**src/hdl/psd_pkg.sv**
```systemverilog
`timescale 1ns / 1ps
// ----------------------------------------------------------------------------
// Program stream demux package
// Parse phases, event codes, the result record and the fixed numbers of the stream syntax.
// ----------------------------------------------------------------------------
package psd_pkg;

    typedef enum logic [3:0] {
        PH_HUNT        = 4'd0,
        PH_PACK        = 4'd1,
        PH_PACK2_LEN   = 4'd2,
        PH_PACK2_STUFF = 4'd3,
        PH_PES_START   = 4'd4,
        PH_PES2_LEN    = 4'd5,
        PH_PES2_BODY   = 4'd6,
        PH_PES1_STUFF  = 4'd7,
        PH_PES1_STD    = 4'd8,
        PH_PES1_PTS    = 4'd9,
        PH_PES1_PTSDTS = 4'd10,
        PH_SKIPLEN     = 4'd11,
        PH_BODY        = 4'd12
    } phase_t;

    typedef enum logic [2:0] {
        EV_PAYLOAD   = 3'd0,
        EV_PTS       = 3'd1,
        EV_PROG_END  = 3'd2,
        EV_BAD_PACK  = 3'd3,
        EV_STUFF_OVF = 3'd4,
        EV_NOT_SYS   = 3'd5
    } event_t;

    localparam logic [7:0] ID_END  = 8'hB9;
    localparam logic [7:0] ID_PACK = 8'hBA;

    typedef struct packed {
        logic [2:0]  event_kind;
        logic [7:0]  payload_byte;
        logic [31:0] time_stamp;
    } result_t;

endpackage

```
**src/hdl/psd_byte_if.sv**
```systemverilog
`timescale 1ns / 1ps
// ----------------------------------------------------------------------------
// Input byte channel
// Valid/ready channel carrying one program stream byte.
// ----------------------------------------------------------------------------
interface psd_byte_if;
    logic       valid;
    logic       ready;
    logic [7:0] data_byte;
    modport source (output valid, output data_byte, input ready);
    modport sink (input valid, input data_byte, output ready);
endinterface

```
**src/hdl/psd_event_if.sv**
```systemverilog
`timescale 1ns / 1ps
// ----------------------------------------------------------------------------
// Output event channel
// Valid/ready channel carrying one demux event.
// ----------------------------------------------------------------------------
interface psd_event_if;
    logic        valid;
    logic        ready;
    logic [2:0]  event_kind;
    logic [7:0]  payload_byte;
    logic [31:0] time_stamp;
    modport source (output valid, output event_kind, output payload_byte,
                    output time_stamp, input ready);
    modport sink (input valid, input event_kind, input payload_byte,
                  input time_stamp, output ready);
endinterface

```
**src/hdl/program_stream_demux.sv**
```systemverilog
`timescale 1ns / 1ps
// ----------------------------------------------------------------------------
// Program stream demux top level
// The result of an input transfer is registered and shown in the cycle after it.
// Throughput: one byte per cycle while no stalled result holds the input off.
// A stalled output holds one result; input ready follows output space.
// Reset (rst_n low, asynchronous) returns to start code hunting and sets
// stream_select to 0xE0; the captured header bytes have no reset.
// ----------------------------------------------------------------------------
module program_stream_demux
    import psd_pkg::*;
#(
    parameter int HEADER_STORE   = 32,
    parameter int STUFFING_LIMIT = 23
) (
    input  logic        clk,
    input  logic        rst_n,
    psd_byte_if.sink    in_ch,
    psd_event_if.source out_ch,
    input  logic        cfg_we,
    input  logic [7:0]  cfg_data
);
    logic [7:0] sel_reg;
    logic       step;
    logic       res_valid;
    result_t    res;
    logic       out_valid_reg;
    result_t    out_reg;

    assign in_ch.ready = !out_valid_reg || out_ch.ready;
    assign step = in_ch.valid && in_ch.ready;

    psd_parser #(
        .HEADER_STORE(HEADER_STORE),
        .STUFFING_LIMIT(STUFFING_LIMIT)
    ) u_parser (
        .clk(clk),
        .rst_n(rst_n),
        .step(step),
        .data_byte(in_ch.data_byte),
        .stream_select(sel_reg),
        .res_valid(res_valid),
        .res(res)
    );

    always_ff @(posedge clk or negedge rst_n)
    begin
        if (!rst_n)
        begin
            sel_reg <= 8'hE0;
            out_valid_reg <= 1'b0;
        end
        else
        begin
            if (cfg_we)
                sel_reg <= cfg_data;
            if (in_ch.ready)
                out_valid_reg <= res_valid;
        end
    end

    always_ff @(posedge clk)
    begin
        if (in_ch.ready && res_valid)
            out_reg <= res;
    end

    assign out_ch.valid = out_valid_reg;
    assign out_ch.event_kind = out_reg.event_kind;
    assign out_ch.payload_byte = out_reg.payload_byte;
    assign out_ch.time_stamp = out_reg.time_stamp;

    // A held result must not change while it waits for a transfer.
    a_hold: assert property (@(posedge clk) disable iff (!rst_n)
        out_valid_reg && !out_ch.ready |=> out_valid_reg && $stable(out_reg))
        else $error("result changed while stalled");
    // Input is refused only while a result is stalled.
    a_ready: assert property (@(posedge clk) disable iff (!rst_n)
        !in_ch.ready |-> out_valid_reg && !out_ch.ready)
        else $error("input stalled without cause");
    // A result shows up only after an input transfer.
    a_cause: assert property (@(posedge clk) disable iff (!rst_n)
        $rose(out_valid_reg) |-> $past(step))
        else $error("result without input");
endmodule

```
**src/hdl/psd_parser.sv**
```systemverilog
`timescale 1ns / 1ps
// ----------------------------------------------------------------------------
// Program stream parser
// Per-byte parse step: start code hunt, pack and PES header parsing and
// payload counting. Holds the captured header bytes and all parse state.
// ----------------------------------------------------------------------------
module psd_parser
    import psd_pkg::*;
#(
    parameter int HEADER_STORE   = 32,
    parameter int STUFFING_LIMIT = 23
) (
    input  logic       clk,
    input  logic       rst_n,
    input  logic       step,
    input  logic [7:0] data_byte,
    input  logic [7:0] stream_select,
    output logic       res_valid,
    output result_t    res
);
    phase_t      phase_reg, phase_next;
    logic [23:0] window_reg, window_next;
    logic [8:0]  count_reg, count_next;
    logic [8:0]  target_reg, target_next;
    logic [16:0] remain_reg, remain_next;
    logic        pass_reg, pass_next;

    // Fixed header bytes are kept in dedicated registers so that several
    // can be read together.
    logic [7:0] h4_reg, h5_reg, h6_reg, h7_reg, h8_reg;
    logic [7:0] h9_reg, h10_reg, h11_reg, h12_reg, h13_reg;
    logic [7:0] p0_reg, p1_reg, p2_reg, p3_reg, p4_reg;
    logic [7:0] p5_reg, p6_reg, p7_reg, p8_reg;

    logic       keep_byte_en;
    logic [7:0] keep_byte;
    logic       wr_en;
    logic       ev_valid;
    event_t     ev_kind;
    logic [7:0] ev_pay;
    logic [31:0] ev_pts;

    function automatic logic [7:0] hsel(input logic [8:0] i, input logic [7:0] cur,
                                        input logic [8:0] cnt_old,
                                        input logic [7:0] reg_val);
        // The byte at index i is either this byte or an already stored one.
        if (i == cnt_old)
            return cur;
        return reg_val;
    endfunction

    function automatic logic [31:0] pts_of(input logic [7:0] b0, input logic [7:0] b1,
                                          input logic [7:0] b2, input logic [7:0] b3,
                                          input logic [7:0] b4);
        logic [31:0] v;
        v = ({25'd0, b0[7:1]} << 30) | ({24'd0, b1} << 22) |
            ({25'd0, b2[7:1]} << 15) | ({24'd0, b3} << 7) | {25'd0, b4[7:1]};
        return v;
    endfunction

    // Header bytes past the store length read as zero.
    assign keep_byte_en = (count_reg < 9'(HEADER_STORE));
    assign keep_byte = keep_byte_en ? data_byte : 8'd0;

    always_comb
    begin
        logic [7:0]  b;
        logic [7:0]  h4, h5, h6, h7, h8, h13;
        logic [16:0] total;
        logic [8:0]  tgt;
        logic [3:0]  nib;
        logic        pts_ok;
        b = data_byte;
        phase_next  = phase_reg;
        window_next = window_reg;
        count_next  = count_reg;
        target_next = target_reg;
        remain_next = remain_reg;
        pass_next   = pass_reg;
        wr_en       = 1'b0;
        ev_valid    = 1'b0;
        ev_kind     = EV_PAYLOAD;
        ev_pay      = 8'd0;
        ev_pts      = 32'd0;
        h4  = hsel(9'd4, b, count_reg, h4_reg);
        h5  = hsel(9'd5, b, count_reg, h5_reg);
        h6  = hsel(9'd6, b, count_reg, h6_reg);
        h7  = hsel(9'd7, b, count_reg, h7_reg);
        h8  = hsel(9'd8, b, count_reg, h8_reg);
        h13 = hsel(9'd13, b, count_reg, h13_reg);
        tgt = target_reg;
        nib = b[7:4];
        pts_ok = 1'b0;
        total = 17'd6 + {1'b0, h4, h5};

        unique case (phase_reg)
            PH_HUNT:
            begin
                if (window_reg == 24'h000001)
                begin
                    count_next = 9'd4;
                    if (b == ID_END)
                    begin
                        window_next = 24'hFFFFFF;
                        count_next = 9'd0;
                        target_next = 9'd0;
                        ev_valid = 1'b1;
                        ev_kind = EV_PROG_END;
                    end
                    else if (b == ID_PACK)
                    begin
                        phase_next = PH_PACK;
                        target_next = 9'd12;
                    end
                    else if (b == stream_select)
                    begin
                        phase_next = PH_PES_START;
                        target_next = 9'd7;
                    end
                    else if (b < ID_END)
                    begin
                        window_next = 24'hFFFFFF;
                        count_next = 9'd0;
                        target_next = 9'd0;
                        ev_valid = 1'b1;
                        ev_kind = EV_NOT_SYS;
                    end
                    else
                    begin
                        phase_next = PH_SKIPLEN;
                        target_next = 9'd6;
                    end
                end
                else
                begin
                    window_next = {window_reg[15:0], b};
                end
            end
            PH_BODY:
            begin
                if (pass_reg)
                begin
                    ev_valid = 1'b1;
                    ev_kind = EV_PAYLOAD;
                    ev_pay = b;
                end
                remain_next = remain_reg - 17'd1;
                if (remain_next == 17'd0)
                begin
                    phase_next = PH_HUNT;
                    window_next = 24'hFFFFFF;
                    count_next = 9'd0;
                    target_next = 9'd0;
                end
            end
            default:
            begin
                wr_en = 1'b1;
                count_next = count_reg + 9'd1;
                // Chained transitions of the model settle in one step: each
                // only follows when the new target already equals the count.
                if (count_next == target_reg)
                begin
                    unique case (phase_reg)
                        PH_PACK:
                        begin
                            if (h4[7:6] == 2'b01)
                            begin
                                phase_next = PH_PACK2_LEN;
                                target_next = 9'd14;
                            end
                            else
                            begin
                                if (h4[7:4] != 4'h2)
                                begin
                                    ev_valid = 1'b1;
                                    ev_kind = EV_BAD_PACK;
                                end
                                phase_next = PH_HUNT;
                            end
                        end
                        PH_PACK2_LEN:
                        begin
                            target_next = 9'd14 + {6'd0, h13[2:0]};
                            if (h13[2:0] == 3'd0)
                                phase_next = PH_HUNT;
                            else
                                phase_next = PH_PACK2_STUFF;
                        end
                        PH_PACK2_STUFF:
                            phase_next = PH_HUNT;
                        PH_PES_START:
                        begin
                            if (h6[7:6] == 2'b10)
                            begin
                                phase_next = PH_PES2_LEN;
                                target_next = 9'd9;
                            end
                            else
                            begin
                                // MPEG-1: byte 6 is itself evaluated as stuffing.
                                if (b == 8'hFF)
                                begin
                                    phase_next = PH_PES1_STUFF;
                                    target_next = 9'd8;
                                end
                                else
                                    pts_ok = 1'b1;
                            end
                        end
                        PH_PES2_LEN:
                        begin
                            target_next = 9'd9 + {1'b0, h8};
                            if (h8 == 8'd0)
                            begin
                                if (total > 17'd9)
                                begin
                                    remain_next = total - 17'd9;
                                    pass_next = 1'b1;
                                    phase_next = PH_BODY;
                                end
                                else
                                    phase_next = PH_HUNT;
                            end
                            else
                                phase_next = PH_PES2_BODY;
                        end
                        PH_PES2_BODY:
                        begin
                            if (h7[7] && target_reg >= 9'd14)
                            begin
                                ev_valid = 1'b1;
                                ev_kind = EV_PTS;
                                ev_pts = pts_of(h9_reg, h10_reg, h11_reg, h12_reg, h13);
                            end
                            if (total > {8'd0, target_reg})
                            begin
                                remain_next = total - {8'd0, target_reg};
                                pass_next = 1'b1;
                                phase_next = PH_BODY;
                            end
                            else
                                phase_next = PH_HUNT;
                        end
                        PH_PES1_STUFF:
                        begin
                            if (target_reg > 9'(STUFFING_LIMIT))
                            begin
                                ev_valid = 1'b1;
                                ev_kind = EV_STUFF_OVF;
                                pts_ok = 1'b1;
                            end
                            else if (b == 8'hFF)
                                target_next = target_reg + 9'd1;
                            else
                                pts_ok = 1'b1;
                        end
                        PH_PES1_STD:
                        begin
                            tgt = target_reg;
                            if (nib == 4'h2)
                            begin
                                target_next = tgt + 9'd4;
                                phase_next = PH_PES1_PTS;
                            end
                            else if (nib == 4'h3)
                            begin
                                target_next = tgt + 9'd9;
                                phase_next = PH_PES1_PTSDTS;
                            end
                            else
                            begin
                                if (total > {8'd0, tgt})
                                begin
                                    remain_next = total - {8'd0, tgt};
                                    pass_next = 1'b1;
                                    phase_next = PH_BODY;
                                end
                                else
                                    phase_next = PH_HUNT;
                            end
                        end
                        PH_PES1_PTS, PH_PES1_PTSDTS:
                        begin
                            ev_valid = 1'b1;
                            ev_kind = EV_PTS;
                            // The PTS ends the header for PTS only; with a DTS
                            // it sits five bytes further back.
                            if (phase_reg == PH_PES1_PTS)
                                ev_pts = pts_of(p5_reg, p6_reg, p7_reg, p8_reg,
                                                keep_byte);
                            else
                                ev_pts = pts_of(p0_reg, p1_reg, p2_reg, p3_reg,
                                                p4_reg);
                            if (total > {8'd0, target_reg})
                            begin
                                remain_next = total - {8'd0, target_reg};
                                pass_next = 1'b1;
                                phase_next = PH_BODY;
                            end
                            else
                                phase_next = PH_HUNT;
                        end
                        PH_SKIPLEN:
                        begin
                            remain_next = {1'b0, h4, h5};
                            if ({h4, h5} == 16'd0)
                                phase_next = PH_HUNT;
                            else
                            begin
                                pass_next = 1'b0;
                                phase_next = PH_BODY;
                            end
                        end
                        default:
                            phase_next = PH_HUNT;
                    endcase
                    // MPEG-1 marker and skip evaluation of the current byte.
                    if (pts_ok)
                    begin
                        tgt = target_reg;
                        if (b[7:6] == 2'b01)
                        begin
                            target_next = tgt + 9'd2;
                            phase_next = PH_PES1_STD;
                        end
                        else if (nib == 4'h2)
                        begin
                            target_next = tgt + 9'd4;
                            phase_next = PH_PES1_PTS;
                        end
                        else if (nib == 4'h3)
                        begin
                            target_next = tgt + 9'd9;
                            phase_next = PH_PES1_PTSDTS;
                        end
                        else if (total > {8'd0, tgt})
                        begin
                            remain_next = total - {8'd0, tgt};
                            pass_next = 1'b1;
                            phase_next = PH_BODY;
                        end
                        else
                            phase_next = PH_HUNT;
                    end
                    if (phase_next == PH_HUNT)
                    begin
                        window_next = 24'hFFFFFF;
                        count_next = 9'd0;
                        target_next = 9'd0;
                    end
                end
            end
        endcase
    end

    // The PTS window of the nine header bytes before the current one, and header bytes 4 to 13.
    always_ff @(posedge clk)
    begin
        if (step && wr_en)
        begin
            p0_reg <= p1_reg;
            p1_reg <= p2_reg;
            p2_reg <= p3_reg;
            p3_reg <= p4_reg;
            p4_reg <= p5_reg;
            p5_reg <= p6_reg;
            p6_reg <= p7_reg;
            p7_reg <= p8_reg;
            p8_reg <= keep_byte;
            if (count_reg == 9'd4) h4_reg <= data_byte;
            if (count_reg == 9'd5) h5_reg <= data_byte;
            if (count_reg == 9'd6) h6_reg <= data_byte;
            if (count_reg == 9'd7) h7_reg <= data_byte;
            if (count_reg == 9'd8) h8_reg <= data_byte;
            if (count_reg == 9'd9) h9_reg <= data_byte;
            if (count_reg == 9'd10) h10_reg <= data_byte;
            if (count_reg == 9'd11) h11_reg <= data_byte;
            if (count_reg == 9'd12) h12_reg <= data_byte;
            if (count_reg == 9'd13) h13_reg <= data_byte;
        end
    end

    always_ff @(posedge clk or negedge rst_n)
    begin
        if (!rst_n)
        begin
            phase_reg  <= PH_HUNT;
            window_reg <= 24'hFFFFFF;
            count_reg  <= 9'd0;
            target_reg <= 9'd0;
            remain_reg <= 17'd0;
            pass_reg   <= 1'b0;
        end
        else if (step)
        begin
            phase_reg  <= phase_next;
            window_reg <= window_next;
            count_reg  <= count_next;
            target_reg <= target_next;
            remain_reg <= remain_next;
            pass_reg   <= pass_next;
        end
    end

    assign res_valid = step && ev_valid;
    assign res.event_kind = ev_kind;
    assign res.payload_byte = ev_pay;
    assign res.time_stamp = ev_pts;
endmodule

```
**src/flat_wrapper.sv**
```systemverilog
// flat-port wrapper written by rule: the top's interface ports become plain ports
module program_stream_demux_flat import psd_pkg::*;
#(
    parameter int HEADER_STORE   = 32,
    parameter int STUFFING_LIMIT = 23
)
  (clk, rst_n, cfg_we, cfg_data, in_ch_valid, in_ch_data_byte, in_ch_ready, out_ch_valid, out_ch_event_kind, out_ch_payload_byte, out_ch_time_stamp, out_ch_ready);
  psd_byte_if in_ch_i ();
  psd_event_if out_ch_i ();
  input  logic clk;
  input  logic rst_n;
  input  logic cfg_we;
  input  logic [7:0] cfg_data;
  input wire logic [$bits(in_ch_i.valid)-1:0] in_ch_valid;
  input wire logic [$bits(in_ch_i.data_byte)-1:0] in_ch_data_byte;
  output wire logic [$bits(in_ch_i.ready)-1:0] in_ch_ready;
  output wire logic [$bits(out_ch_i.valid)-1:0] out_ch_valid;
  output wire logic [$bits(out_ch_i.event_kind)-1:0] out_ch_event_kind;
  output wire logic [$bits(out_ch_i.payload_byte)-1:0] out_ch_payload_byte;
  output wire logic [$bits(out_ch_i.time_stamp)-1:0] out_ch_time_stamp;
  input wire logic [$bits(out_ch_i.ready)-1:0] out_ch_ready;
  assign in_ch_i.valid = in_ch_valid;
  assign in_ch_i.data_byte = in_ch_data_byte;
  assign in_ch_ready = in_ch_i.ready;
  assign out_ch_valid = out_ch_i.valid;
  assign out_ch_event_kind = out_ch_i.event_kind;
  assign out_ch_payload_byte = out_ch_i.payload_byte;
  assign out_ch_time_stamp = out_ch_i.time_stamp;
  assign out_ch_i.ready = out_ch_ready;
  program_stream_demux #(.HEADER_STORE(HEADER_STORE), .STUFFING_LIMIT(STUFFING_LIMIT)) u_core (.clk(clk), .rst_n(rst_n), .in_ch(in_ch_i), .out_ch(out_ch_i), .cfg_we(cfg_we), .cfg_data(cfg_data));
endmodule
```
**config.mk**
```make
export PLATFORM = sky130hd
export DESIGN_NAME = program_stream_demux_flat
export DESIGN_NICKNAME = d
export VERILOG_FILES = /design/src/hdl/psd_pkg.sv /design/src/hdl/psd_byte_if.sv /design/src/hdl/psd_event_if.sv /design/src/hdl/program_stream_demux.sv /design/src/hdl/psd_parser.sv /design/src/flat_wrapper.sv
export SDC_FILE = /design/constraint.sdc
export NUM_CORES = 1
export LEC_CHECK = 0
export BUFFER_PORTS_ARGS = -buffer_cell sky130_fd_sc_hd__buf_2
export CORE_MARGIN = 2
export CORE_UTILIZATION = 63
export CTS_CLUSTER_DIAMETER = 40
export DETAILED_ROUTE_END_ITERATION = 16
export PLACE_DENSITY = 0.83
export RECOVER_POWER = 100
export SYNTH_ARGS = -nofsm -noshare
export SYNTH_HDL_FRONTEND = slang
export SYNTH_HIERARCHICAL = 1
export SYNTH_SLANG_ARGS = --single-unit
```
**constraint.sdc**
```tcl
create_clock -name clk -period 5.8 [get_ports clk]
set_input_delay 1.16 -clock clk [delete_from_list [all_inputs] [get_ports clk]]
set_output_delay 1.16 -clock clk [all_outputs]
set_load 0.005 [all_outputs]
```
# Word level (Yosys, flattened, before mapping)
# Cells that the tools add are included.
# word_totals
reg_bits	258
out_inout_bits	45
inputBits	21
# classes
mux	140
n_lt_le_gt_ge	6
n_bitwise	15
addsub	11
eq_ne	46
n_reduce_logical	37
# ops
cell	n
$mux W24	8
$mux W17	11
$mux W9	18
$mux W8	13
$or A32 B15 Y32	3
$or A32 B22 Y32	3
$or A32 B30 Y32	3
$or A32 B7 Y32	3
$mux W4	21
$pmux W17 S4	1
$mux W32	2
$pmux W32 S2	1
$eq A9 B4 Y1 const B	6
$pmux W9 S6	1
$pmux W24 S2	1
$mux W3	13
$eq A3 B9 Y1 const A	4
$eq A9 B3 Y1 const B	4
$pmux W9 S2	2
$mux W1	35
$pmux W17 S2	1
$pmux W4 S8	1
$eq A24 B1 Y1 const B	1
$eq A8 B8 Y1 const B	3
52 further kinds	96

# Longest topological paths before layout
# logic_depth
word_depth	16
depth_mapped	23
mapped_depth_nobuf	19

# By module
# The synthesis kept the hierarchy.
# by_module_without_submodules
module	cells_each	area_each_um2	n_inst
psd_parser	1494	12995.0	1
program_stream_demux	65	1676.6	1

# Least setup slack after synthesis
# OpenSTA, ideal clock, no wires.
# synth_timing
path_kind	input to register
start	input port in_ch_data_byte[2]
end	register u_core.u_parser.remain_reg[13]
cell_stages	17
setup_ps	99
arrival_time_ps	4811
setup_slack_ps	889
cell_sequence	clkbuf_1 -> clkbuf_1 -> mux2i_1 -> ha_1 -> ha_1 -> o21a_1 -> o31a_1 -> nor4_1 -> o211a_1 -> a41oi_1 -> and4bb_1 -> buf_4 -> nor4_2 -> nor2_1 -> o221ai_1 -> a21oi_1 -> a311oi_1
# synth_between
elab_chain_cells	15
word_cells_on_any_way	32
classes_between	add/sub (3); order compare (2); eq/ne (1); mux (25); reduce/logical (1)
# synth_rtl
item	line_no	text
from (decl)	flat_wrapper.sv:15	input wire logic [$bits(in_ch_i.data_byte)-1:0] in_ch_data_byte;
$mux W8	psd_parser.sv:47	if (i == cnt_old)
$mux W8	psd_parser.sv:49	return reg_val;
$add A3 B16 Y17	psd_parser.sv:94	total = 17'd6 + {1'b0, h4, h5};
$sub A17 B9 Y17 or $gt A17 B9 Y1 (tied branches)	--	
$mux W17	psd_parser.sv:236, psd_parser.sv:273, psd_parser.sv:295	
$mux W17	psd_parser.sv:266	else if (nib == 4'h3)
$mux W17	psd_parser.sv:261	if (nib == 4'h2)
$pmux W17 S4	psd_parser.sv:164	unique case (phase_reg)
$mux W17	psd_parser.sv:337	else if (total > {8'd0, tgt})
$mux W17	psd_parser.sv:332	else if (nib == 4'h3)
$mux W17	psd_parser.sv:327	else if (nib == 4'h2)
$mux W17	psd_parser.sv:322	if (b[7:6] == 2'b01)
$mux W17 (*)	psd_parser.sv:319	if (pts_ok)
$mux W17 (*)	psd_parser.sv:162	if (count_next == target_reg)
$pmux W17 S2 (*)	psd_parser.sv:96	unique case (phase_reg)
to (signal assigned)	psd_parser.sv:401	remain_reg <= remain_next;
to (decl)	psd_parser.sv:25	logic [16:0] remain_reg, remain_next;
# Every way passes the cells marked *; elsewhere a longest branch is shown, timed or not. The select of a mux whose other input is x is not followed.
# A chain may end at the register's enable or synchronous reset.

# Final worst setup path
# layout_timing
start	register u_core.u_parser.count_reg[1]
end	register u_core.u_parser.window_reg[22]
# layout_between
elab_chain_cells	15
word_cells_on_any_way	47
classes_between	add/sub (2); order compare (2); eq/ne (8); mux (28); reduce/logical (7)
# layout_rtl
item	line_no	text
from (decl)	psd_parser.sv:23	logic [8:0] count_reg, count_next;
from (signal assigned)	psd_parser.sv:399	count_reg <= count_next;
$eq A3 B9 Y1	psd_parser.sv:47	
$mux W1	psd_parser.sv:47	
$mux W8	psd_parser.sv:49	
$add A3 B16 Y17	psd_parser.sv:94	
$gt A17 B9 Y1	--	
$mux W4	--	
$mux W4	psd_parser.sv:266	
$mux W4	psd_parser.sv:261	
$pmux W4 S8 or $mux W4 (tied branches)	psd_parser.sv:164, psd_parser.sv:322	
$mux W4	psd_parser.sv:319	
$mux W4	psd_parser.sv:162	
$mux W4	psd_parser.sv:96	
$logic_not A4 Y1	psd_parser.sv:346	if (phase_next == PH_HUNT)
$reduce_bool A3 Y1 (no source line)	--	
$reduce_and A7 Y1 (no source line) (*)	--	
to (signal assigned)	psd_parser.sv:398	window_reg <= window_next;
to (decl)	psd_parser.sv:22	logic [23:0] window_reg, window_next;
# Marked as above.

==> qor.yml <==
synth:
  synth_ff_type: "edfxtp_1"
  async_flop_share_pct: 30.2
  yosys.cell_types.count: 77
  synth_nets: 1610
  avgSynthCellArea_um2: 9.41
  synthTopCellsByArea: "edfxtp_1, dfrtp_1, a21oi_1"
  ys_warn_count: 6
  ys_ff_latch: 242
  yosys.area.top_type: "edfxtp_1"
  synthesis.instances: 1559
  yosysSeqAreaShare_pct: 47.3
  synth_edf_count: 169
  synth_top_cell_area_share_pct: 34.6
  netlist_area_um2: 14700
timing:
  final_max_slew_viol_count: 177
  max_freq_mhz: 181
  hold_viol: 0
  slew_headroom_pct: -187
  timing.hold.ws_ns: 0.418
  tns_ns: 0
  rsz0062_at_grt: "false"
  finalSetupViolCount: 0
  fin_skew_ns: 0.0268
  period_needed_ns: 5.53
  worstMarginPinSlew_ns: 4.31
  fin_crit_sh_pct: 95.3
drt:
  first_iter_violations: 1723
  drc: 0
  avgRoutedWirePerCell_um: 23.2
  routed_wl_mm: 45.4
  vias_per_cell: 6.65
  dr.pass1.iters: 8
  final_antenna_net_count: 0
  vias: 13001
finish:
  final_common_cell: "nand2_1"
  layout_common_cells: "nand2_1, nor2_1, edfxtp_1"
  largest_register_ffs: 32
  drive_gt1_share_pct: 11.6
  nNetsFinal: 1668
  num-fill-cells: 1641
  n_antenna_cell: 0
  area_delta_synth_final_pct: 11.9
  stdcell_count: 1955
clock_tree:
  clock-sinks: 242
  postCtsResizedCells: 0
  clkTransAtPathRegs_ns: 0.06
  htreeDepth: 2
  cts_setup_buffers: 0
  cts_buffers: 34
  holdBufCountCts: 0
  root_buffer: "clkbuf_16"
  cts_max_path_buffers: 3
  insertion_delay_ns: 0.52
  cts_tree: "done"
floorplanning:
  dieArea_um2: 24500
  io_pins: 66
  fp-row-count: 55
  die_w_um: 157
  core-area_um2: 22800
  start_util_pct: 64.4
  die_y_um: 157
power_and_ir_drop:
  peakVddDrop_mv: 0.292
  pwr_density_cell_nw_per_um2: 264
  clock_power_share_pct: 48.8
  p_leak_nw: 6.27
  finalPower_mw: 4.34
  combinationalPowerShare_pct: 4.8
  p_seq_share_pct: 46.4
  p_sw_share_pct: 22.4
  p_switching_uw: 971
  intPower_mw: 3.37
setup_path:
  end_kind: "flip-flop"
  crit_arrival_ns: 5.96
  crit_required_ns: 6.23
  start_kind: "flip-flop"
  critPathMaxFanout: 24
  crit_type: "reg2reg"
  rrSetupSlack_ns: 0.27
placement:
  place_inst: 1894
  gp_congestion: 1.02
  dp_hpwl_mm: 31.5
  numPortBuffers: 65
grt:
  first_global_vias: 12040
  grt-ovfl-total: 0
  grt_pass1_wl_mm: 69.4
  grt_use_total_pct: 37.1
  grt_max_degree: 74
  antenna_found_initial: 1
outcome:
  status: "finished, violations left"
  violations: "max-capacitance violations, max-slew violations"
hold_path:
  holdCritPathClass: "reg2reg"
job:
  maxCapViolations: 3
[per-stage QoR]
step           util [%]  area (um2)  setup slack [ns]
2_1_floorplan         -       14700             0.889
3_3_place_gp       67.6       15400             0.604
3_5_place_dp       67.6       15400             0.328
4_1_cts            72.8       16600             0.441
5_1_grt            72.1       16400            0.0690
6_report           72.1       16400             0.270
[worst max-delay path, stage by stage (launching register included)]
cell,delay (ns)
dfrtp_1,0.42
inv_1,0.12
ha_1,0.25
nand4b_1,0.42
mux2i_1,0.37
inv_1,0.10
ha_1,0.37
ha_1,0.37
o21a_1,0.22
o31a_1,0.13
nor4_1,0.20
o211a_1,0.28
a41oi_1,0.08
and4bb_1,0.51
o22ai_1,0.14
or2_4,0.29
nor3_1,0.24
buf_4,0.23
and2_0,0.23
buf_12,0.23
mux2i_1,0.24
[synthesized netlist by cell type, types with 5 or more instances]
| library cell | instances |
|---|---|
| dfstp_2 | 27 |
| nand4_1 | 9 |
| edfxtp_1 | 169 |
| o21ai_0 | 89 |
| a21o_1 | 9 |
| and2_1 | 19 |
| o21ai_1 | 6 |
| nor2_1 | 171 |
| ha_1 | 29 |
| or2_2 | 10 |
| nand2b_1 | 24 |
| o31ai_1 | 12 |
| xor2_1 | 26 |
| o22ai_1 | 13 |
| mux2i_1 | 53 |
| nor3_1 | 42 |
| nand2_1 | 184 |
| nand4b_1 | 7 |
| a221oi_1 | 13 |
| a2111oi_0 | 5 |
| nand3_1 | 29 |
| mux2_4 | 8 |
| xnor2_1 | 41 |
| a21oi_1 | 146 |
| a22oi_1 | 8 |
| a31o_2 | 6 |
| and4_1 | 5 |
| nor2b_1 | 25 |
| a31oi_1 | 20 |
| o221ai_1 | 8 |
| clkbuf_1 | 78 |
| o21a_1 | 6 |
| mux2_2 | 17 |
| nor4_1 | 26 |
| o211ai_1 | 13 |
| a211oi_1 | 5 |
| inv_1 | 54 |
| and3_1 | 16 |
| dfrtp_1 | 46 |
| a22o_1 | 7 |
[kinds of logic after synthesis]
| logic type | count (synthesis) | synth area share (%) |
|---|---|---|
| simple gates | 590 | 19.2 |
| flops | 242 | 47.3 |
| buf+inv | 145 | 3.99 |
| fa+ha+maj | 31 | 2.68 |
| xor+xnor | 67 | 4.00 |
| mux | 78 | 5.74 |
| compound gates | 406 | 17.1 |
[per-layer routing]
metal | up-vias | track usage (%) | part of all wire [%]
li1 | 5822 | - | -
met1 | 6218 | 51.1 | 39
met2 | 812 | 58.9 | 46
met3 | 149 | 6.37 | 11
met4 | 0 | 15.1 | 4.4
met5 | - | 0 | 0
[final cells by class]
type	count	area (um2)	share of cell area, %
clock inverter	20	246	1.50
timing repair buffer	113	597	3.63
clock buffer	41	930	5.66
multi-input combinational	1172	7120	43.4
inverter	54	203	1.23
tap	313	392	2.38
sequential	242	6940	42.2
[final timing paths]
path | startpoint | end | depth (start not counted)
max | u_core/u_parser/count_reg[1] | u_core/u_parser/window_reg[22] | 20
min | u_core/u_parser/p5_reg[4] | u_core/u_parser/p4_reg[4] | 0
max reg2reg | u_core/u_parser/count_reg[1] | u_core/u_parser/window_reg[22] | 20
min reg2reg | u_core/u_parser/p5_reg[4] | u_core/u_parser/p4_reg[4] | 0
max in group asynchronous | rst_n | u_core/u_parser/target_reg[2] | 1
min in group asynchronous | rst_n | u_core/out_ch.valid | 1
[power by group through the flow]
stage | clock network [mW] | registers [mW] | logic [mW]
after floorplan | 0 | 2.03 | 0.139
after global placement | 0 | 2.04 | 0.198
after detailed placement | 0 | 2.04 | 0.212
after CTS | 2.14 | 2.01 | 0.216
after global routing | 2.22 | 2.02 | 0.229
final | 2.12 | 2.01 | 0.208
No activity file was read; power rests on OpenSTA's default activity.
